## config.mk

```make
export PLATFORM = sky130hd
export DESIGN_NAME = halton_jitter_2_3_core
export DESIGN_NICKNAME = d
export VERILOG_FILES = /design/src/rtl/hj23_pkg.sv /design/src/rtl/hj23_rem_pipe.sv /design/src/rtl/hj23_tern_pipe.sv /design/src/rtl/hj23_scale_pipe.sv /design/src/rtl/halton_jitter_2_3_core.sv
export SDC_FILE = /design/constraint.sdc
export NUM_CORES = 2
export LEC_CHECK = 0
export BUFFER_PORTS_ARGS = -buffer_cell sky130_fd_sc_hd__buf_4
export CORE_UTILIZATION = 30
export DETAILED_ROUTE_END_ITERATION = 10
export PLACE_DENSITY = 0.42
export RECOVER_POWER = 25
export SYNTH_ARGS = -nofsm -noshare
export SYNTH_HDL_FRONTEND = slang
export SYNTH_SLANG_ARGS = --single-unit
```

## constraint.sdc

```tcl
create_clock -name clk -period 30.2 [get_ports clk]
set_input_delay 6.04 -clock clk [delete_from_list [all_inputs] [get_ports clk]]
set_output_delay 6.04 -clock clk [all_outputs]
set_load 0.005 [all_outputs]
```

## src/rtl/hj23_pkg.sv

```systemverilog
// Shared types, constants and helper functions for the Halton jitter pipeline.
`default_nettype none
package hj23_pkg;

	localparam int FRAME_W        = 64;
	localparam int PHASE_W        = 11;
	localparam int MAX_PHASES     = 1024;
	localparam int REM_W          = $clog2(MAX_PHASES);
	localparam int DIV_W          = REM_W + 1;
	localparam int IDX_W          = DIV_W;
	localparam int BITS_PER_STAGE = 4;
	localparam int REM_STAGES     = FRAME_W / BITS_PER_STAGE;
	localparam int JIT_W          = 16;
	localparam int TERN_DIGITS    = 7;
	localparam int REV3_W         = 12;
	localparam int PHASE_RESET    = 16;

	localparam logic [JIT_W-1:0] HALF_Q16 = 16'h8000;

	localparam int               DIV3_SHIFT = 11;
	localparam logic [9:0]       DIV3_MUL   = 10'd683;
	localparam logic [20:0]      RECIP3_7   = 21'd1963862;
	localparam logic [11:0]      POW3_7     = 12'd2187;
	localparam int               PROD_W     = REV3_W + 21;
	localparam int               SCALED_W   = REV3_W + JIT_W;

	typedef struct packed {
		logic             valid;
		logic [REM_W-1:0] rem;
	} rem_beat_t;

	typedef struct packed {
		logic              valid;
		logic [JIT_W-1:0]  jx;
		logic [REV3_W-1:0] rev3;
	} tern_beat_t;

	typedef struct packed {
		logic [JIT_W-1:0] jx;
		logic [JIT_W-1:0] jy;
	} result_t;

	function automatic logic [DIV_W-1:0] clamp_phases(input logic [PHASE_W-1:0] v);
		logic [DIV_W-1:0] d;
		if (v == '0) begin
			d = DIV_W'(1);
		end else if (32'(v) > MAX_PHASES) begin
			d = DIV_W'(MAX_PHASES);
		end else begin
			d = DIV_W'(v);
		end
		return d;
	endfunction

	function automatic logic [REM_W-1:0] rem_step(input logic [REM_W-1:0] r, input logic b,
			input logic [DIV_W-1:0] d);
		logic [DIV_W-1:0] t;
		t = {r, b};
		return (t >= d) ? REM_W'(t - d) : REM_W'(t);
	endfunction

	function automatic logic [IDX_W-1:0] div3(input logic [IDX_W-1:0] v);
		logic [IDX_W+9:0] p;
		p = (IDX_W+10)'(v) * (IDX_W+10)'(DIV3_MUL);
		return IDX_W'(p >> DIV3_SHIFT);
	endfunction

	function automatic logic [JIT_W-1:0] base2_jitter(input logic [IDX_W-1:0] idx);
		logic [JIT_W-1:0] r;
		r = '0;
		for (int k = 0; k < IDX_W; k++) begin
			r[JIT_W-1-k] = idx[k];
		end
		return r ^ HALF_Q16;
	endfunction

endpackage
`default_nettype wire

```

## src/rtl/hj23_rem_pipe.sv

```systemverilog
// Pipelined remainder of the frame number by the clamped phase count, four bits per stage.
`default_nettype none
module hj23_rem_pipe (
	input  wire logic                                   clk,
	input  wire logic                                   arst_n,
	input  wire logic                                   en,
	input  wire logic                                   in_valid,
	input  wire logic [hj23_pkg::FRAME_W-1:0]           frame,
	input  wire logic [hj23_pkg::DIV_W-1:0]             div,
	output hj23_pkg::rem_beat_t                         rem_out
);

	logic                           vld_s [hj23_pkg::REM_STAGES];
	logic [hj23_pkg::REM_W-1:0]     rem_s [hj23_pkg::REM_STAGES];
	logic [hj23_pkg::FRAME_W-1:0]   frm_s [hj23_pkg::REM_STAGES-1];

	for (genvar k = 0; k < hj23_pkg::REM_STAGES; k++) begin : g_stage
		localparam int TOP = hj23_pkg::FRAME_W - 1 - k * hj23_pkg::BITS_PER_STAGE;
		logic                         v_in;
		logic [hj23_pkg::FRAME_W-1:0] f_in;
		logic [hj23_pkg::REM_W-1:0]   r_in;
		logic [hj23_pkg::REM_W-1:0]   r_nxt;

		if (k == 0) begin : g_head
			assign v_in = in_valid;
			assign f_in = frame;
			assign r_in = '0;
		end else begin : g_body
			assign v_in = vld_s[k-1];
			assign f_in = frm_s[k-1];
			assign r_in = rem_s[k-1];
		end

		always_comb begin
			r_nxt = r_in;
			for (int j = 0; j < hj23_pkg::BITS_PER_STAGE; j++) begin
				r_nxt = hj23_pkg::rem_step(r_nxt, f_in[TOP-j], div);
			end
		end

		always_ff @(posedge clk or negedge arst_n) begin
			if (!arst_n) begin
				vld_s[k] <= 1'b0;
			end else if (en) begin
				vld_s[k] <= v_in;
			end
		end

		always_ff @(posedge clk) begin
			if (en) begin
				rem_s[k] <= r_nxt;
			end
		end

		if (k < hj23_pkg::REM_STAGES - 1) begin : g_carry
			always_ff @(posedge clk) begin
				if (en) begin
					frm_s[k] <= f_in;
				end
			end
		end
	end

	assign rem_out.valid = vld_s[hj23_pkg::REM_STAGES-1];
	assign rem_out.rem   = rem_s[hj23_pkg::REM_STAGES-1];

endmodule
`default_nettype wire

```

## src/rtl/hj23_tern_pipe.sv

```systemverilog
// Phase index, base-2 jitter and base-3 digit reversal, one digit per stage.
`default_nettype none
module hj23_tern_pipe (
	input  wire logic                 clk,
	input  wire logic                 arst_n,
	input  wire logic                 en,
	input  wire hj23_pkg::rem_beat_t  rem_in,
	output hj23_pkg::tern_beat_t      tern_out
);

	logic                          vld_s [hj23_pkg::TERN_DIGITS];
	logic [hj23_pkg::IDX_W-1:0]    val_s [hj23_pkg::TERN_DIGITS-1];
	logic [hj23_pkg::REV3_W-1:0]   rev_s [hj23_pkg::TERN_DIGITS];
	logic [hj23_pkg::JIT_W-1:0]    jx_s  [hj23_pkg::TERN_DIGITS];

	for (genvar k = 0; k < hj23_pkg::TERN_DIGITS; k++) begin : g_stage
		logic                        v_in;
		logic [hj23_pkg::IDX_W-1:0]  val_in;
		logic [hj23_pkg::REV3_W-1:0] rev_in;
		logic [hj23_pkg::JIT_W-1:0]  jx_in;
		logic [hj23_pkg::IDX_W-1:0]  quo;
		logic [hj23_pkg::IDX_W-1:0]  dig;

		if (k == 0) begin : g_head
			assign v_in   = rem_in.valid;
			assign val_in = hj23_pkg::IDX_W'(rem_in.rem) + hj23_pkg::IDX_W'(1);
			assign rev_in = '0;
			assign jx_in  = hj23_pkg::base2_jitter(val_in);
		end else begin : g_body
			assign v_in   = vld_s[k-1];
			assign val_in = val_s[k-1];
			assign rev_in = rev_s[k-1];
			assign jx_in  = jx_s[k-1];
		end

		assign quo = hj23_pkg::div3(val_in);
		assign dig = val_in - (quo << 1) - quo;

		always_ff @(posedge clk or negedge arst_n) begin
			if (!arst_n) begin
				vld_s[k] <= 1'b0;
			end else if (en) begin
				vld_s[k] <= v_in;
			end
		end

		always_ff @(posedge clk) begin
			if (en) begin
				rev_s[k] <= (rev_in << 1) + rev_in + hj23_pkg::REV3_W'(dig);
				jx_s[k]  <= jx_in;
			end
		end

		if (k < hj23_pkg::TERN_DIGITS - 1) begin : g_carry
			always_ff @(posedge clk) begin
				if (en) begin
					val_s[k] <= quo;
				end
			end
		end
	end

	assign tern_out.valid = vld_s[hj23_pkg::TERN_DIGITS-1];
	assign tern_out.jx    = jx_s[hj23_pkg::TERN_DIGITS-1];
	assign tern_out.rev3  = rev_s[hj23_pkg::TERN_DIGITS-1];

endmodule
`default_nettype wire

```

## src/rtl/hj23_scale_pipe.sv

```systemverilog
// Scale of the reversed base-3 value to 16 fraction bits by reciprocal multiply and correction.
`default_nettype none
module hj23_scale_pipe (
	input  wire logic                 clk,
	input  wire logic                 arst_n,
	input  wire logic                 en,
	input  wire hj23_pkg::tern_beat_t tern_in,
	output logic                      res_valid,
	output hj23_pkg::result_t         res
);

	logic                            vld_s1;
	logic [hj23_pkg::REV3_W-1:0]     rev_s1;
	logic [hj23_pkg::JIT_W-1:0]      jx_s1;
	logic [hj23_pkg::JIT_W-1:0]      q0_s1;
	logic                            vld_s2;
	logic [hj23_pkg::REV3_W-1:0]     rev_s2;
	logic [hj23_pkg::JIT_W-1:0]      jx_s2;
	logic [hj23_pkg::JIT_W-1:0]      q0_s2;
	logic [hj23_pkg::SCALED_W-1:0]   back_s2;

	logic [hj23_pkg::PROD_W-1:0]     prod;
	logic [hj23_pkg::SCALED_W-1:0]   diff;
	logic [hj23_pkg::JIT_W-1:0]      jy;

	assign prod = hj23_pkg::PROD_W'(tern_in.rev3) * hj23_pkg::PROD_W'(hj23_pkg::RECIP3_7);

	always_ff @(posedge clk or negedge arst_n) begin
		if (!arst_n) begin
			vld_s1 <= 1'b0;
			vld_s2 <= 1'b0;
		end else if (en) begin
			vld_s1 <= tern_in.valid;
			vld_s2 <= vld_s1;
		end
	end

	always_ff @(posedge clk) begin
		if (en) begin
			rev_s1  <= tern_in.rev3;
			jx_s1   <= tern_in.jx;
			q0_s1   <= prod[2*hj23_pkg::JIT_W-1:hj23_pkg::JIT_W];
			rev_s2  <= rev_s1;
			jx_s2   <= jx_s1;
			q0_s2   <= q0_s1;
			back_s2 <= hj23_pkg::SCALED_W'(q0_s1) * hj23_pkg::SCALED_W'(hj23_pkg::POW3_7);
		end
	end

	assign diff = {rev_s2, hj23_pkg::JIT_W'(0)} - back_s2;
	assign jy   = (diff >= hj23_pkg::SCALED_W'(hj23_pkg::POW3_7)) ? q0_s2 + 1'b1 : q0_s2;

	assign res_valid = vld_s2;
	assign res.jx    = jx_s2;
	assign res.jy    = jy ^ hj23_pkg::HALF_Q16;

endmodule
`default_nettype wire

```

## src/rtl/halton_jitter_2_3_core.sv

```systemverilog
// Top level of the Halton base-2/base-3 jitter generator.
//
//  channel   direction  handshake                 payload
//  input     in         in_valid / in_stall       frame
//  output    out        out_valid / out_stall     jitter_x, jitter_y
//  config    in         cfg_valid / cfg_ready     phase_len
//
// One beat per cycle while the output is not stalled; the path has 16 remainder stages,
// 7 base-3 digit stages, 2 scale stages and an output register.
// Reset sets the phase length to 16 and empties the pipeline.
// A stalled output beat parks in a skid register; in_stall is that register's
// full flag, so the pipeline freezes only when both output slots are taken.
`default_nettype none
module halton_jitter_2_3_core (
	input  wire logic                                 clk,
	input  wire logic                                 arst_n,
	input  wire logic                                 in_valid,
	output logic                                      in_stall,
	input  wire logic [hj23_pkg::FRAME_W-1:0]         frame,
	output logic                                      out_valid,
	input  wire logic                                 out_stall,
	output logic signed [hj23_pkg::JIT_W-1:0]         jitter_x,
	output logic signed [hj23_pkg::JIT_W-1:0]         jitter_y,
	input  wire logic                                 cfg_valid,
	output logic                                      cfg_ready,
	input  wire logic [hj23_pkg::PHASE_W-1:0]         phase_len
);

	logic [hj23_pkg::DIV_W-1:0] div_q;
	logic                       en;
	hj23_pkg::rem_beat_t        rem_beat;
	hj23_pkg::tern_beat_t       tern_beat;
	logic                       res_valid;
	hj23_pkg::result_t          res;
	logic                       last_valid;
	logic                       out_valid_q;
	logic                       skid_full_q;
	hj23_pkg::result_t          out_res_q;
	hj23_pkg::result_t          skid_res_q;
	logic                       out_free;

	assign cfg_ready = 1'b1;

	always_ff @(posedge clk or negedge arst_n) begin
		if (!arst_n) begin
			div_q <= hj23_pkg::DIV_W'(hj23_pkg::PHASE_RESET);
		end else if (cfg_valid && cfg_ready) begin
			div_q <= hj23_pkg::clamp_phases(phase_len);
		end
	end

	assign en       = !skid_full_q;
	assign in_stall = skid_full_q;

	hj23_rem_pipe u_rem (
		.clk      (clk),
		.arst_n   (arst_n),
		.en       (en),
		.in_valid (in_valid),
		.frame    (frame),
		.div      (div_q),
		.rem_out  (rem_beat)
	);

	hj23_tern_pipe u_tern (
		.clk      (clk),
		.arst_n   (arst_n),
		.en       (en),
		.rem_in   (rem_beat),
		.tern_out (tern_beat)
	);

	hj23_scale_pipe u_scale (
		.clk       (clk),
		.arst_n    (arst_n),
		.en        (en),
		.tern_in   (tern_beat),
		.res_valid (res_valid),
		.res       (res)
	);

	assign last_valid = res_valid && en;
	assign out_free   = !out_valid_q || !out_stall;

	always_ff @(posedge clk or negedge arst_n) begin
		if (!arst_n) begin
			out_valid_q <= 1'b0;
			skid_full_q <= 1'b0;
		end else if (out_free) begin
			out_valid_q <= skid_full_q || last_valid;
			skid_full_q <= 1'b0;
		end else if (last_valid) begin
			skid_full_q <= 1'b1;
		end
	end

	always_ff @(posedge clk) begin
		if (out_free) begin
			if (skid_full_q) begin
				out_res_q <= skid_res_q;
			end else if (last_valid) begin
				out_res_q <= res;
			end
		end else if (last_valid) begin
			skid_res_q <= res;
		end
	end

	assign out_valid = out_valid_q;
	assign jitter_x  = $signed(out_res_q.jx);
	assign jitter_y  = $signed(out_res_q.jy);

endmodule
`default_nettype wire

```

==> metrics.txt <==
Post-Synth Simple-Gate Area=0.0742; hold buffers post-CTS=0; Synth Flop Type=edfxtp_1; CTS tree=yes; Worst Skew=0.0481 ns; Mapped Area=93700 um^2; antenna violations before repair=2; IO buf count=about 110; nets@finish=between 10k and 15k; setup bufs post-CTS=0; Register Area=31600 um^2; worst setup margin=16.71 ns; share of layout cells above drive strength 1=0.112; Root Driver=clkbuf_16; Die W=561 um; first-pass GRT wire length=about 350 mm; startpoint types=input pin; multiplexer share of the synthesized area=0.0675; CTS Sinks=1057; Num CTS Buffers=147; Detailed Route Iter0 Violations=~2.7k; fmax=about 0.074 GHz; final wirelength=220 mm; Netlist cell types=86; routability cong.=0.822; GRT overflow=0; clock tree buffer depth=4; Worst EP arrival=14.03 ns; Critical Path RT=30.74 ns; Yosys warnings=0; Clock transition at path regs=0.06 ns; largest net degree at the start of global routing=~130; sequential fraction of the synthesis area=0.337; Rel. slew slack=0.118; syn_area_per_cell=11.1 um^2; worst-path cell with the longest stage delay=or4_1; crit-path max FO=14; Setup TNS=0 ns; Adder-Cell Fraction of Synth Area=0.300; final hold vios=0; Post-synth EDFFs=1019; die span in y=561 um; status=complete, no violations; #FFs+latches synth=1057; critical path's largest stage delay=about 0.50 ns; CP bufs+invs=5; via count of the routed design=between 60k and 70k; most common cell after layout, fill and taps aside=ha_1; fin crit share=0.447; Synth Instances=8447; vias in the first global route=~64k; GRT Resource Usage Total=0.140; most used cell, CP=ha_1; H-tree depth=4; vias per inst=4.74; Crit Path Class=input pin to flip-flop; core footprint=310000 um^2; Final HPWL DP=167 mm; Worst-Margin Slew=1.31 ns; largest family of logic cells by synthesized area=adder cells; Post-Synth XOR/XNOR Area=0.0658; die area=315000 um^2; Pre-antenna DRT Iters=5; Setup crit end kind=flip-flop; unrepaired setup endpoints after global routing=no; # setup viols final=0; Syn-to-layout area delta=11.9%; Final min period=13.49 ns; CTS resizes=0; leading cell types in the layout, fill and taps excluded=ha_1 (1475), inv_1 (1027), edfxtp_1 (1019); initial core utilization=0.302; Hold Crit Class=flip-flop to flip-flop; top-level port count=115; Skew-Pair Late Insertion Delay=0.84 ns; pre-CTS setup slack=around 16 ns; # DRC=0; Slew Limit Fails=0; Std-Cell Rows=204; # fillers=slightly above 30k; Synth async-reset ratio=0.0360; Synth Area in Compound Gates=0.111; family with the most delay on the worst path=compound AO/OA/AOI/OAI gates; wire length per cell=17.0 um; DRT antenna net count=0; multi-input logic area=58000 um^2; maxcap violations=0
## state kept, by name, summed over array words and instances, names as in the netlist, 12 cells and up
name / cells
u_scale.rev_s1: 12
u_scale.q0_s1: 16
u_rem.rem_s: 160
u_scale.q0_s2: 16
jitter_y: 16
u_scale.rev_s2: 12
u_scale.back_s2: 27
u_rem.g_stage.v_in: 15
skid_res_q: 27
u_tern.val_s: 60
u_tern.rev_s: 83
u_rem.frm_s: 480
u_tern.jx_s: 77
## kinds of logic after synthesis
kind of cell / count (synthesis)
adder cells (fa/ha/maj): 1958
AO/OA/AOI/OAI: 1638
AND/OR/NAND/NOR: 1417
buffers and inverters: 1102
flip-flops: 1057
XOR/XNOR: 704
multiplexers: 569
other: 2
## layer usage
metal / global-route usage / up-vias / share of wire
met4: 0.0335 / 0 / 0.022
met3: 0.0150 / 252 / 0.025
met1: 0.190 / 29700 / 0.48
li1: - / 30900 / -
met2: 0.238 / 605 / 0.47
met5: 0 / - / 0
## path summary, 6_finish.rpt
path	slack, ns	start	to	cells past startpoint
min reg2reg	0.39	u_rem.frm_s[0][194]	u_rem.frm_s[0][258]	0
max in group asynchronous	24.38	arst_n	in_stall	1
min	0.39	u_rem.frm_s[0][194]	u_rem.frm_s[0][258]	0
max reg2reg	17.91	div_q[1]	u_rem.rem_s[1][13]	45
max	16.71	frame[63]	u_rem.rem_s[0][7]	36
min in group asynchronous	5.25	arst_n	div_q[1]	1
## cell usage after synthesis, drive strengths merged, types with 12 or more instances
cell type / count / share of area
a211o: 26 / 0.0024
a211oi: 38 / 0.0033
a21boi: 59 / 0.0047
a21o: 211 / 0.017
a21oi: 502 / 0.027
a221oi: 24 / 0.0022
a31o: 12 / 0.0011
a31oi: 24 / 0.0017
and3: 23 / 0.0015
buf: 32 / 0.0018
clkbuf: 31 / 0.0012
dfrtp: 37 / 0.0099
edfxtp: 1019 / 0.33
fa: 483 / 0.10
ha: 1475 / 0.20
inv: 1039 / 0.042
mux2: 503 / 0.060
mux2i: 66 / 0.0071
nand2: 274 / 0.011
nand2b: 104 / 0.0069
nand3: 68 / 0.0036
nand4: 136 / 0.0091
nor2: 451 / 0.018
nor2b: 158 / 0.011
nor3: 82 / 0.0044
nor4: 14 / 0.0012
o211ai: 23 / 0.0018
o21a: 110 / 0.0088
o21ai: 396 / 0.021
o21bai: 84 / 0.0067
o221ai: 12 / 0.0012
or2: 26 / 0.0017
or3: 37 / 0.0025
xnor2: 501 / 0.047
xor2: 203 / 0.019
## cell type report
class | instances | area share
diodes | 4 | 0.0000955
clock buffers | 167 | 0.0360
clock inverters | 93 | 0.00926
inverters | 1039 | 0.0375
multi-input cells | 6292 | 0.553
flip-flops and latches | 1057 | 0.301
well taps | 4120 | 0.0492
repair buffers | 185 | 0.0137
## metrics by stage
step                      instance area, um^2  std cells  hold slack [ns]  utilization
after global placement                 100000      12700            0.401        0.323
after floorplan                         93700       8451            0.400            -
after detailed placement               100000      12700            0.405        0.323
final                                  105000      13000            0.385        0.338
after global routing                   105000      13000            0.392        0.338
after CTS                              105000      13000            0.380        0.338
Power is not shown: default switching activity piles up to over one toggle a cycle in this logic, so the estimate is an artifact.
